`src/hw/rtl/cdq_pkg.sv`:
```
`timescale 1ns / 1ps
// Shared types and codes for the circular deque core.
// No dependencies; imported by cdq_cell and circular_deque_core.
package cdq_pkg;

    localparam int WORD_W   = 32;
    localparam int KIND_W   = 2;
    localparam int STATUS_W = 2;

    typedef logic signed [WORD_W-1:0] word_t;

    typedef enum logic [KIND_W-1:0] {
        KIND_PUSH_FRONT = 2'd0,
        KIND_PUSH_REAR  = 2'd1,
        KIND_POP_FRONT  = 2'd2,
        KIND_POP_REAR   = 2'd3
    } kind_t;

    typedef enum logic [STATUS_W-1:0] {
        ST_DONE  = 2'd0,
        ST_FULL  = 2'd1,
        ST_EMPTY = 2'd2
    } status_t;

    localparam word_t WORD_NONE = '1;

endpackage

```
`src/hw/rtl/cdq_cell.sv`:
```
`timescale 1ns / 1ps
// One storage cell of the circulating word ring.
// Depends on cdq_pkg for the word type.
module cdq_cell
    import cdq_pkg::*;
(
    input  logic  aclk,
    input  logic  load_en,
    input  word_t load_word,
    input  word_t shift_in,
    output word_t q
);

    word_t word_reg;
    word_t word_next;

    // Take the neighbor's word every cycle unless a new word is loaded here.
    assign word_next = load_en ? load_word : shift_in;

    always_ff @(posedge aclk) begin
        word_reg <= word_next;
    end

    assign q = word_reg;

endmodule

```
`src/hw/rtl/circular_deque_core.sv`:
```
`timescale 1ns / 1ps
// Channel | ports                       | direction | meaning
// s_      | s_valid s_ready s_kind s_value   | in  | one deque operation per word
// m_      | m_valid m_ready m_data m_status  | out | one result per operation
//
// Timing: an operation is taken, then waits until its entry passes the ring tap,
//   which the ring rotation over DEPTH cells sets. Refused pushes and pops from
//   empty do not wait for the tap.
// Reset: aresetn (synchronous, active low) clears indices, empty mark, control
//   and output valid. The ring contents are not cleared.
// Stalls: a finished result sits in the output register; the next word is taken
//   while it waits, and that word's result holds until m_ready frees the register.
//
// Storage is a ring of DEPTH cells that rotates by one cell each cycle. The cell
// at the tap (cell 0) holds the entry named by pos_reg. A read takes cell 0 when
// pos_reg hits the target entry; a write loads the last cell, which is where the
// tap entry lands on that same edge.
module circular_deque_core
    import cdq_pkg::*;
#(
    parameter int DEPTH = 16
) (
    input  logic                aclk,
    input  logic                aresetn,
    input  logic                s_valid,
    output logic                s_ready,
    input  logic [KIND_W-1:0]   s_kind,
    input  word_t               s_value,
    output logic                m_valid,
    input  logic                m_ready,
    output word_t               m_data,
    output logic [STATUS_W-1:0] m_status
);

    localparam int IDX_W = $clog2(DEPTH);
    localparam logic [IDX_W-1:0] LAST_IDX = IDX_W'(DEPTH - 1);

    typedef enum logic {
        S_IDLE,
        S_SEEK
    } state_t;

    function automatic logic [IDX_W-1:0] idx_next(input logic [IDX_W-1:0] i);
        return (i == LAST_IDX) ? '0 : i + 1'b1;
    endfunction

    function automatic logic [IDX_W-1:0] idx_prev(input logic [IDX_W-1:0] i);
        return (i == '0) ? LAST_IDX : i - 1'b1;
    endfunction

    state_t              state_reg, state_next;
    logic [IDX_W-1:0]    head_reg, head_next;
    logic [IDX_W-1:0]    tail_reg, tail_next;
    logic                empty_reg, empty_next;
    logic [IDX_W-1:0]    pos_reg, pos_next;
    logic [IDX_W-1:0]    tgt_reg, tgt_next;
    logic                wr_reg, wr_next;
    logic                rd_reg, rd_next;
    word_t               wdata_reg, wdata_next;
    status_t             status_reg, status_next;
    logic                m_valid_reg, m_valid_next;
    word_t               m_data_reg, m_data_next;
    status_t             m_status_reg, m_status_next;

    word_t               ring_q [DEPTH];
    logic                wr_hit;
    logic                hit;
    logic                out_free;
    logic                full;

    // Ring of cells; cell k shifts toward cell k-1, cell 0 wraps to the last cell.
    for (genvar k = 0; k < DEPTH; k++) begin : g_ring
        logic cell_load;
        if (k == DEPTH - 1) begin : g_tail
            assign cell_load = wr_hit;
        end else begin : g_body
            assign cell_load = 1'b0;
        end
        cdq_cell u_cell (
            .aclk      (aclk),
            .load_en   (cell_load),
            .load_word (wdata_reg),
            .shift_in  (ring_q[(k + 1) % DEPTH]),
            .q         (ring_q[k])
        );
    end

    assign hit      = (pos_reg == tgt_reg);
    assign wr_hit   = (state_reg == S_SEEK) && wr_reg && hit;
    assign out_free = !m_valid_reg || m_ready;
    assign full     = !empty_reg && (idx_next(tail_reg) == head_reg);

    assign s_ready  = (state_reg == S_IDLE);
    assign m_valid  = m_valid_reg;
    assign m_data   = m_data_reg;
    assign m_status = m_status_reg;

    always_comb begin
        state_next    = state_reg;
        head_next     = head_reg;
        tail_next     = tail_reg;
        empty_next    = empty_reg;
        tgt_next      = tgt_reg;
        wr_next       = wr_reg;
        rd_next       = rd_reg;
        wdata_next    = wdata_reg;
        status_next   = status_reg;
        m_valid_next  = m_valid_reg;
        m_data_next   = m_data_reg;
        m_status_next = m_status_reg;
        // The ring never stops; the tap index follows it.
        pos_next      = idx_next(pos_reg);

        // Drop the result once taken.
        if (m_valid_reg && m_ready) begin
            m_valid_next = 1'b0;
        end

        case (state_reg)
            S_IDLE: begin
                if (s_valid) begin
                    state_next  = S_SEEK;
                    wr_next     = 1'b0;
                    rd_next     = 1'b0;
                    wdata_next  = s_value;
                    status_next = ST_DONE;
                    case (kind_t'(s_kind))
                        KIND_PUSH_FRONT, KIND_PUSH_REAR: begin
                            if (full) begin
                                status_next = ST_FULL;
                            end else if (empty_reg) begin
                                // First word always lands in entry 0.
                                wr_next    = 1'b1;
                                tgt_next   = '0;
                                head_next  = '0;
                                tail_next  = '0;
                                empty_next = 1'b0;
                            end else if (kind_t'(s_kind) == KIND_PUSH_FRONT) begin
                                wr_next   = 1'b1;
                                tgt_next  = idx_prev(head_reg);
                                head_next = idx_prev(head_reg);
                            end else begin
                                wr_next   = 1'b1;
                                tgt_next  = idx_next(tail_reg);
                                tail_next = idx_next(tail_reg);
                            end
                        end
                        KIND_POP_FRONT, KIND_POP_REAR: begin
                            if (empty_reg) begin
                                status_next = ST_EMPTY;
                            end else begin
                                rd_next = 1'b1;
                                if (head_reg == tail_reg) begin
                                    // Last word out: back to the reset picture.
                                    tgt_next   = head_reg;
                                    head_next  = '0;
                                    tail_next  = '0;
                                    empty_next = 1'b1;
                                end else if (kind_t'(s_kind) == KIND_POP_FRONT) begin
                                    tgt_next  = head_reg;
                                    head_next = idx_next(head_reg);
                                end else begin
                                    tgt_next  = tail_reg;
                                    tail_next = idx_prev(tail_reg);
                                end
                            end
                        end
                        default: begin
                            status_next = ST_DONE;
                        end
                    endcase
                end
            end
            S_SEEK: begin
                // Finish when the target entry is at the tap (or none is needed)
                // and the output register is free.
                if (((!wr_reg && !rd_reg) || hit) && out_free) begin
                    state_next    = S_IDLE;
                    m_valid_next  = 1'b1;
                    m_status_next = status_reg;
                    if (rd_reg) begin
                        m_data_next = ring_q[0];
                    end else if (status_reg == ST_EMPTY) begin
                        m_data_next = WORD_NONE;
                    end else begin
                        m_data_next = '0;
                    end
                end
            end
            default: begin
                state_next = S_IDLE;
            end
        endcase
    end

    always_ff @(posedge aclk) begin
        if (!aresetn) begin
            state_reg    <= S_IDLE;
            head_reg     <= '0;
            tail_reg     <= '0;
            empty_reg    <= 1'b1;
            pos_reg      <= '0;
            wr_reg       <= 1'b0;
            rd_reg       <= 1'b0;
            m_valid_reg  <= 1'b0;
        end else begin
            state_reg    <= state_next;
            head_reg     <= head_next;
            tail_reg     <= tail_next;
            empty_reg    <= empty_next;
            pos_reg      <= pos_next;
            wr_reg       <= wr_next;
            rd_reg       <= rd_next;
            m_valid_reg  <= m_valid_next;
        end
        tgt_reg      <= tgt_next;
        wdata_reg    <= wdata_next;
        status_reg   <= status_next;
        m_data_reg   <= m_data_next;
        m_status_reg <= m_status_next;
    end

endmodule

```
`config.mk`:
```
export PLATFORM = sky130hd
export DESIGN_NAME = circular_deque_core
export DESIGN_NICKNAME = d
export VERILOG_FILES = /design/src/hw/rtl/cdq_pkg.sv /design/src/hw/rtl/cdq_cell.sv /design/src/hw/rtl/circular_deque_core.sv
export SDC_FILE = /design/constraint.sdc
export NUM_CORES = 1
export LEC_CHECK = 0
export BUFFER_PORTS_ARGS = -buffer_cell sky130_fd_sc_hd__buf_4
export CAP_MARGIN = 25
export CORE_MARGIN = 2
export CORE_UTILIZATION = 45
export CTS_CLUSTER_SIZE = 16
export DETAILED_ROUTE_END_ITERATION = 10
export PLACE_DENSITY = 0.64
export SYNTH_ARGS = -nofsm -noshare
export SYNTH_HDL_FRONTEND = slang
export SYNTH_SLANG_ARGS = --single-unit
```
`constraint.sdc`:
```
create_clock -name aclk -period 3.1 [get_ports aclk]
set_clock_uncertainty 0.05 [all_clocks]
set_input_delay 0.775 -clock aclk [delete_from_list [all_inputs] [get_ports aclk]]
set_output_delay 0.775 -clock aclk [all_outputs]
set_load 0.1 [all_outputs]
```
==> results of run 1 <==
## how the worst min path moves through the flow
stage | startpoint | to | depth (start not counted)
floorplan | g_ring[1].u_cell.q[0]$_DFF_P_ | g_ring[0].u_cell.q[0]$_DFF_P_ | 0
global placement | g_ring[12].u_cell.q[17]$_DFF_P_ | g_ring[11].u_cell.q[17]$_DFF_P_ | 0
detailed placement | g_ring[14].u_cell.q[12]$_DFF_P_ | g_ring[13].u_cell.q[12]$_DFF_P_ | 0
CTS | g_ring[3].u_cell.q[28]$_DFF_P_ | g_ring[2].u_cell.q[28]$_DFF_P_ | 0
global route | g_ring[1].u_cell.q[21]$_DFF_P_ | g_ring[0].u_cell.q[21]$_DFF_P_ | 0
finish | g_ring[8].u_cell.q[22]$_DFF_P_ | g_ring[7].u_cell.q[22]$_DFF_P_ | 0
## cell families (layout without fill, tap and decap cells)
kind of cell / count (synthesis) / in the layout / share of synthesized area (%)
xor gates and xnor gates: 19 / 19 / 1.25
AOI/OAI and AO/OA: 78 / 78 / 3.60
adders and majority gates: 5 / 5 / 0.430
DFF: 601 / 601 / 87.7
buffers and inverters: 35 / 191 / 1.66
and+or+nand+nor: 66 / 66 / 2.34
muxes: 40 / 40 / 3.05
## cells in the mapped netlist, types with 2 or more instances
cell	number	area (um^2)
sky130_fd_sc_hd__dfxtp_1	529	10600
sky130_fd_sc_hd__ha_1	5	62.6
sky130_fd_sc_hd__a21boi_0	3	22.5
sky130_fd_sc_hd__a21o_1	32	240
sky130_fd_sc_hd__nand2_1	24	90.1
sky130_fd_sc_hd__inv_1	9	33.8
sky130_fd_sc_hd__a211oi_1	2	15.0
sky130_fd_sc_hd__clkbuf_1	10	37.5
sky130_fd_sc_hd__buf_6	9	101
sky130_fd_sc_hd__mux2_2	31	349
sky130_fd_sc_hd__a31oi_1	2	12.5
sky130_fd_sc_hd__and2_1	3	18.8
sky130_fd_sc_hd__a21oi_1	14	70.1
sky130_fd_sc_hd__or2_2	2	12.5
sky130_fd_sc_hd__xnor2_1	11	96.3
sky130_fd_sc_hd__edfxtp_1	72	2160
sky130_fd_sc_hd__clkbuf_8	3	41.3
sky130_fd_sc_hd__o22ai_1	2	12.5
sky130_fd_sc_hd__and3_1	2	12.5
sky130_fd_sc_hd__clkbuf_2	2	10.0
sky130_fd_sc_hd__nor2b_1	4	25.0
sky130_fd_sc_hd__nor2_1	12	45.0
sky130_fd_sc_hd__nor3b_1	3	22.5
sky130_fd_sc_hd__o21ai_0	16	80.1
sky130_fd_sc_hd__xor2_1	6	52.6
sky130_fd_sc_hd__mux2i_1	8	80.1
sky130_fd_sc_hd__nand2_2	2	12.5
sky130_fd_sc_hd__nand3_1	4	20.0
## metrics by stage
stage | std cells | worst slack, ns
floorplan | 844 | 0.0933
global placement | 1299 | 0.975
detailed placement | 1299 | 1.01
CTS | 1402 | 0.971
global route | 1402 | 0.843
finish | 1402 | 1.00
## area by class of cell
class                   count  area [um^2]
clock buffers              82         1670
clock inverters            21          131
fillers                  2538        14500
inverters                   9         33.8
multi-input cells         208         1570
flip-flops and latches    601        12800
well taps                 402          503
repair buffers             79          606
## metal layers
metal  GRT usage, %  routed length (um)
met1           16.7                9530
met2           18.6                8800
met3           3.03                 898
met4           4.32                 367
met5              0                   0
## power by group through the flow
stage	clock [uW]	sequential, uW	combinational [uW]
2_1_floorplan	0	8440	152
3_3_place_gp	0	8230	508
3_5_place_dp	0	8230	513
4_1_cts	6590	8060	514
5_1_grt	6940	8060	538
6_report	6420	8060	507
==> flow_metrics.tcl, run 1 <==
set metrics [dict create \
    status "finished clean" \
    cts.hold.buffers_added 0 \
    synth_enable_flop_cells 72 \
    reg2reg_to "m_data[11]$_DFFE_PP_" \
    cts.path.max_buffers 3 \
    postLayoutCellArea_um2 17300 \
    design.portCount 74 \
    maxCapViolCount 0 \
    pwr_density_cell_nw_per_um2 868 \
    crit_buf_inv 1 \
    power.ir.vdd_worst_uv 412 \
    power.clock.fraction_pct 42.8 \
    place.gp.congestion 0.785 \
    critical-path-max-stage-delay_ns 0.41 \
    critical-path-top-delay-family "simple AND/OR/NAND/NOR gates" \
    setup_viol 0 \
    maxSlewHeadroom_pct 61.4 \
    fp.dieArea_um2 33800 \
    postRouteAntennaNets 0 \
    largest_reg_flops 512 \
    crit_chain "xor2_1 -> nor4_1 -> o21ai_0 -> nor2b_4 -> buf_4" \
    drc_violation_total_after_the_first_tritonroute_iteration 222 \
    ys_types 50 \
    routed_wl_mm 19.6 \
    worstMarginPinSlew_ns 0.578 \
    postLayoutCoreUtil_pct 54.4 \
    gr-usage-all-layers_pct 12.1 \
    switching_power_uw 3100 \
    totalPowerFinal_uw 15000 \
    globalRoute.totalOverflow 0 \
    synthesis.yosys.warnings 0 \
    synth-async-reset-ratio_pct 0 \
    setup.worst_path.start "tgt_reg[0]$_DFFE_PP_" \
    critical_path.endpoint_type "register" \
    floorplan.rows 65 \
    cp.arrival_ns 2.24 \
    power_report.internal_total_uw 11900 \
    timing.reg2reg.worst_path_depth 5 \
    finalHoldViolCount 0 \
    fp.dieW_um 184 \
    core_um2 31700 \
    post_dp_cell_area_um2 15500 \
    postCtsSetupBuffers 0 \
    synthFlopType "sky130_fd_sc_hd__dfxtp_1" \
    finalMaxSlewViolations 0 \
    worst_skew_pair.late_latency_ns 0.56 \
    required_time_reported_for_the_critical_path_endpoint_ns 3.24 \
    first_pass_grt_wire_length_mm 32.0 \
    syn_nets 887 \
    synth.yosys.seq_area_share_pct 87.7 \
    timing.fmax_mhz 476 \
    drive_above_1_share_pct 21.2 \
    mostFrequentLayoutCells "529 x sky130_fd_sc_hd__dfxtp_1, 78 x sky130_fd_sc_hd__buf_4, 72 x sky130_fd_sc_hd__edfxtp_1" \
    timing.reg2reg.setup_slack_ns 1.00 \
    timing.hold.worst.class "register to register" \
    number_of_global_route_vias_before_repair 6229 \
    tritoncts "built" \
    drt_pre_antenna_iters 4 \
    grt_setup_unrepaired "no" \
    clock_tree.root_cell "sky130_fd_sc_hd__clkbuf_16" \
    fin_hold_ws_ns 0.269 \
    grt_antenna_before_repair 0 \
    wire_per_inst_um 14.0 \
    grt_max_degree 37 \
    fin_crit_ns 2.10 \
    io_buffer_count 73 \
    drc 0 \
    register_clock_pin_slew_on_the_reported_worst_setup_and_hold_paths_ns 0.06 \
    antenna_cells 0 \
    start_util_pct 45.9 \
    static-leakage-power_uw 0.00707 \
    synthCells 844 \
    synth-seq-cells 601 \
    critical_path_cell_count 5 \
    setup_total_negative_slack_ns 0 \
    crit_path_top_delay_cell "sky130_fd_sc_hd__buf_4" \
    seq_power_share_pct 53.8 \
    cts.sinks 601 \
    path_class "register to register" \
    flow.area_growth_from_synthesis_pct 18.7 \
    most_frequent_standard_cell_in_the_layout_excluding_fill_and_tap_cells "sky130_fd_sc_hd__dfxtp_1" \
    cts.htree.levels 2 \
    route.vias.total 6054 \
    power_switching_share_pct 20.7 \
    synth.avg_cell_area_um2 17.2 \
    fin_nets 997 \
    crit_path_max_fanout 35 \
    worst_flop_to_flop_path_startpoint "tgt_reg[0]$_DFFE_PP_" \
    ctsResizeCount 0 \
    finalCritPeriodShare_pct 67.7 \
    vias_per_cell 4.32 \
    dpl.hpwl_mm 11.5 \
    p_comb_share_pct 3.4 \
    floorplan.die.height_um 184 \
    crit_end "m_data[11]$_DFFE_PP_" \
    worstSetupStartpointType "register" \
    cts_buffers 55 \
    synth.cell_area_um2 14500 \
]
Power figures use the tool's default switching activity.
==> run 2: changes to the inputs <==
==> constraint.sdc (replaced) <==
create_clock -name aclk -period 1.8 [get_ports aclk]
set_clock_uncertainty 0.05 [all_clocks]
set_input_delay 0.45 -clock aclk [delete_from_list [all_inputs] [get_ports aclk]]
set_output_delay 0.45 -clock aclk [all_outputs]
set_load 0.1 [all_outputs]
==> run 2 against run 1 <==
  * The run now ends with setup timing left
  * Clock-buffer cell count shrank 2
  * Power grew 77%
  * Highest routed layer unchanged
  * Sequential cell count is the same
  * Die area is the same
  * Largest power group unchanged
  * Non-clock buffer count grew 42
  * Cell count grew 2.8%
  * Worst setup slack lost 1.0 ns
  * Clock power grew 82%
  * Combinational power grew 99%
  * First-iteration DRC count grew 30%
  * Hold slack lost 0.24 ns
  * Core utilization grew 2.2 points
==> flow_metrics.tcl, run 2 (synthesis gave the netlist of run 1 again) <==
set metrics [dict create \
    floorplan.die.height_um 184 \
    gr-usage-met1_pct 17.3 \
    failed_checks "setup timing" \
    worstMarginPinSlew_ns 0.411 \
    reg2reg_to "g_ring[15].u_cell.q[10]$_DFF_P_" \
    grt_antenna_before_repair 0 \
    register_clock_pin_slew_on_the_reported_worst_setup_and_hold_paths_ns 0.06 \
    globalRoute.totalOverflow 0 \
    cts.htree.levels 2 \
    finalCritPeriodShare_pct 102 \
    route.vias.total 6175 \
    cts_buffers 54 \
    number_of_global_route_vias_before_repair 6299 \
    global_route.peak_usage_layer "met2" \
    most_frequent_standard_cell_in_the_layout_excluding_fill_and_tap_cells "sky130_fd_sc_hd__dfxtp_1" \
    crit_path_max_fanout 19 \
    critical-path-max-stage-delay_ns 0.39 \
    final_cells 1441 \
    power.ir.vdd_worst_uv 825 \
    pwr_density_cell_nw_per_um2 1480 \
    drive_above_1_share_pct 24.7 \
    fp.dieW_um 184 \
    floorplan.rows 65 \
    switching_power_uw 5450 \
    post-route-worst-setup-slack_ns -0.0347 \
    dpl.hpwl_mm 12.2 \
    power_report.internal_total_uw 21100 \
    status "complete, but fails checks" \
    vias_per_cell 4.29 \
    first_pass_grt_wire_length_mm 32.8 \
    cts.sinks 601 \
    drt_pre_antenna_iters 4 \
    core_um2 31700 \
    cp.arrival_ns 2.22 \
    path_class "register to register" \
    start_util_pct 45.9 \
    wire_per_inst_um 14.5 \
    worst_skew_pair.late_latency_ns 0.56 \
    critical_path.endpoint_type "register" \
    n_fill_cell 2450 \
    power_switching_share_pct 20.5 \
    maxSlewHeadroom_pct 72.6 \
    finalMaxSlewViolations 0 \
    setup_viol 19 \
    postRouteAntennaNets 0 \
    grt_setup_unrepaired "yes" \
    timing.hold.worst_endpoint "wdata_reg[13]$_DFFE_PP_" \
    drc_violation_total_after_the_first_tritonroute_iteration 288 \
    seq_power_share_pct 52.2 \
    power.clock.fraction_pct 44.0 \
    fp.dieArea_um2 33800 \
    timing.hold.worst.class "input pin to register" \
    p_comb_share_pct 3.8 \
    drc 0 \
    cts.path.max_buffers 3 \
    finalHoldViolCount 0 \
    fin_nets 1038 \
    grt_max_degree 37 \
    grtUsageMet3_pct 2.87 \
    required_time_reported_for_the_critical_path_endpoint_ns 2.19 \
    flow.area_growth_from_synthesis_pct 23.4 \
    setup_total_negative_slack_ns -0.457 \
    antenna_cells 0 \
    place.gp.congestion 0.821 \
    fin_crit_ns 1.83 \
    clock_tree.root_cell "sky130_fd_sc_hd__clkbuf_16" \
    routed_wl_mm 21.0 \
    min_delay_path_depth 1 \
    dpl.cell_count 1323 \
    design.portCount 74 \
    crit_chain "xor2_1 -> nor4_2 -> and3_4 -> buf_12 -> mux2_2" \
    grt_use_met2_pct 19.5 \
    min-delay-start "s_value[13]" \
    crit_path_top_delay_cell "sky130_fd_sc_hd__edfxtp_1" \
    io_buffer_count 73 \
    timing.reg2reg.setup_slack_ns -0.03 \
    worstSetupStartpointType "register" \
    gr-usage-all-layers_pct 12.6 \
    maxCapViolCount 0 \
    mostFrequentLayoutCells "524 x sky130_fd_sc_hd__dfxtp_1, 96 x sky130_fd_sc_hd__buf_4, 72 x sky130_fd_sc_hd__edfxtp_1" \
    tritoncts "built" \
    timing.reg2reg.worst_path_depth 5 \
    worst_flop_to_flop_path_startpoint "tgt_reg[1]$_DFFE_PP_" \
    static-leakage-power_uw 0.00734 \
    largest_reg_flops 512 \
    timing.fmax_mhz 545 \
]
run 2: cell types whose count changed in the layout (fill, tap and decap cells not counted), sizes merged:
cell,delta
clkinv,-5
dlygate4sd3,+16
inv,-1
clkbuf,-2
buf,+26
bufinv,+5
run 2: worst max path at each step:
stage,slack (ns),depth (start not counted),start,to
2_1_floorplan,-0.51,7,state_reg$_SDFF_PN0_,head_reg[0]$_SDFFE_PN0P_
3_3_place_gp,-0.09,5,tgt_reg[0]$_DFFE_PP_,g_ring[15].u_cell.q[7]$_DFF_P_
3_5_place_dp,-0.09,5,tgt_reg[1]$_DFFE_PP_,g_ring[15].u_cell.q[24]$_DFF_P_
4_1_cts,-0.05,5,tgt_reg[1]$_DFFE_PP_,m_data[2]$_DFFE_PP_
5_1_grt,-0.1,5,tgt_reg[1]$_DFFE_PP_,g_ring[15].u_cell.q[6]$_DFF_P_
6_report,-0.03,5,tgt_reg[1]$_DFFE_PP_,g_ring[15].u_cell.q[10]$_DFF_P_
run 2: final cells by class:
class                           count  area [um^2]  area share (%)
Sequential cell                   601        12800            71.1
Timing Repair Buffer              121         1030            5.76
Tap cell                          402          503            2.80
Inverter                            9         41.3           0.230
Multi-Input combinational cell    208         1720            9.60
Clock buffer                       80         1630            9.06
Clock inverter                     20          264            1.47
run 2: repair_timing:
action,in CTS,in global routing
endpoints found under the setup margin,75,81
setup buffers,3,0
hold buffers,13,3
endpoints found under the hold margin,13,3
gates resized for setup,11,35
pin swaps,3,8
run 2: stage by stage:
step / setup slack [ns] / util [%] / total power, uW / area [um^2] / hold WS [ns]
2_1_floorplan: -0.512 / - / 14800 / 14600 / 0.260
4_1_cts: -0.0451 / 56.1 / 26900 / 17800 / 0.000443
5_1_grt: -0.0997 / 56.6 / 27500 / 18000 / 0.000163
3_5_place_dp: -0.0941 / 49.5 / 15100 / 15700 / 0.262
3_3_place_gp: -0.0860 / 49.5 / 15100 / 15700 / 0.260
6_report: -0.0347 / 56.6 / 26600 / 18000 / 0.0266
run 2: critical path: cells and delay by family (launching register included):
family                    cells  cell delay, ns
DFF                           1            0.39
and+or+nand+nor               2            0.58
buffers and inverters         1            0.18
xor gates and xnor gates      1            0.17
muxes                         1            0.35
run 2: layer usage:
layer | vias to the layer above | part of all wire [%]
li1 | 3099 | -
met1 | 2948 | 48
met2 | 91 | 45
met3 | 37 | 3.8
met4 | 0 | 2.3
met5 | - | 0
run 2: power groups by stage:
| stage | Sequential [uW] | Combinational, uW | Clock [uW] |
|---|---|---|---|
| finish | 13900 | 1010 | 11700 |
| global route | 13900 | 1060 | 12600 |
| CTS | 13900 | 999 | 12000 |
| detailed placement | 14200 | 956 | 0 |
| global placement | 14200 | 943 | 0 |
| floorplan | 14500 | 271 | 0 |
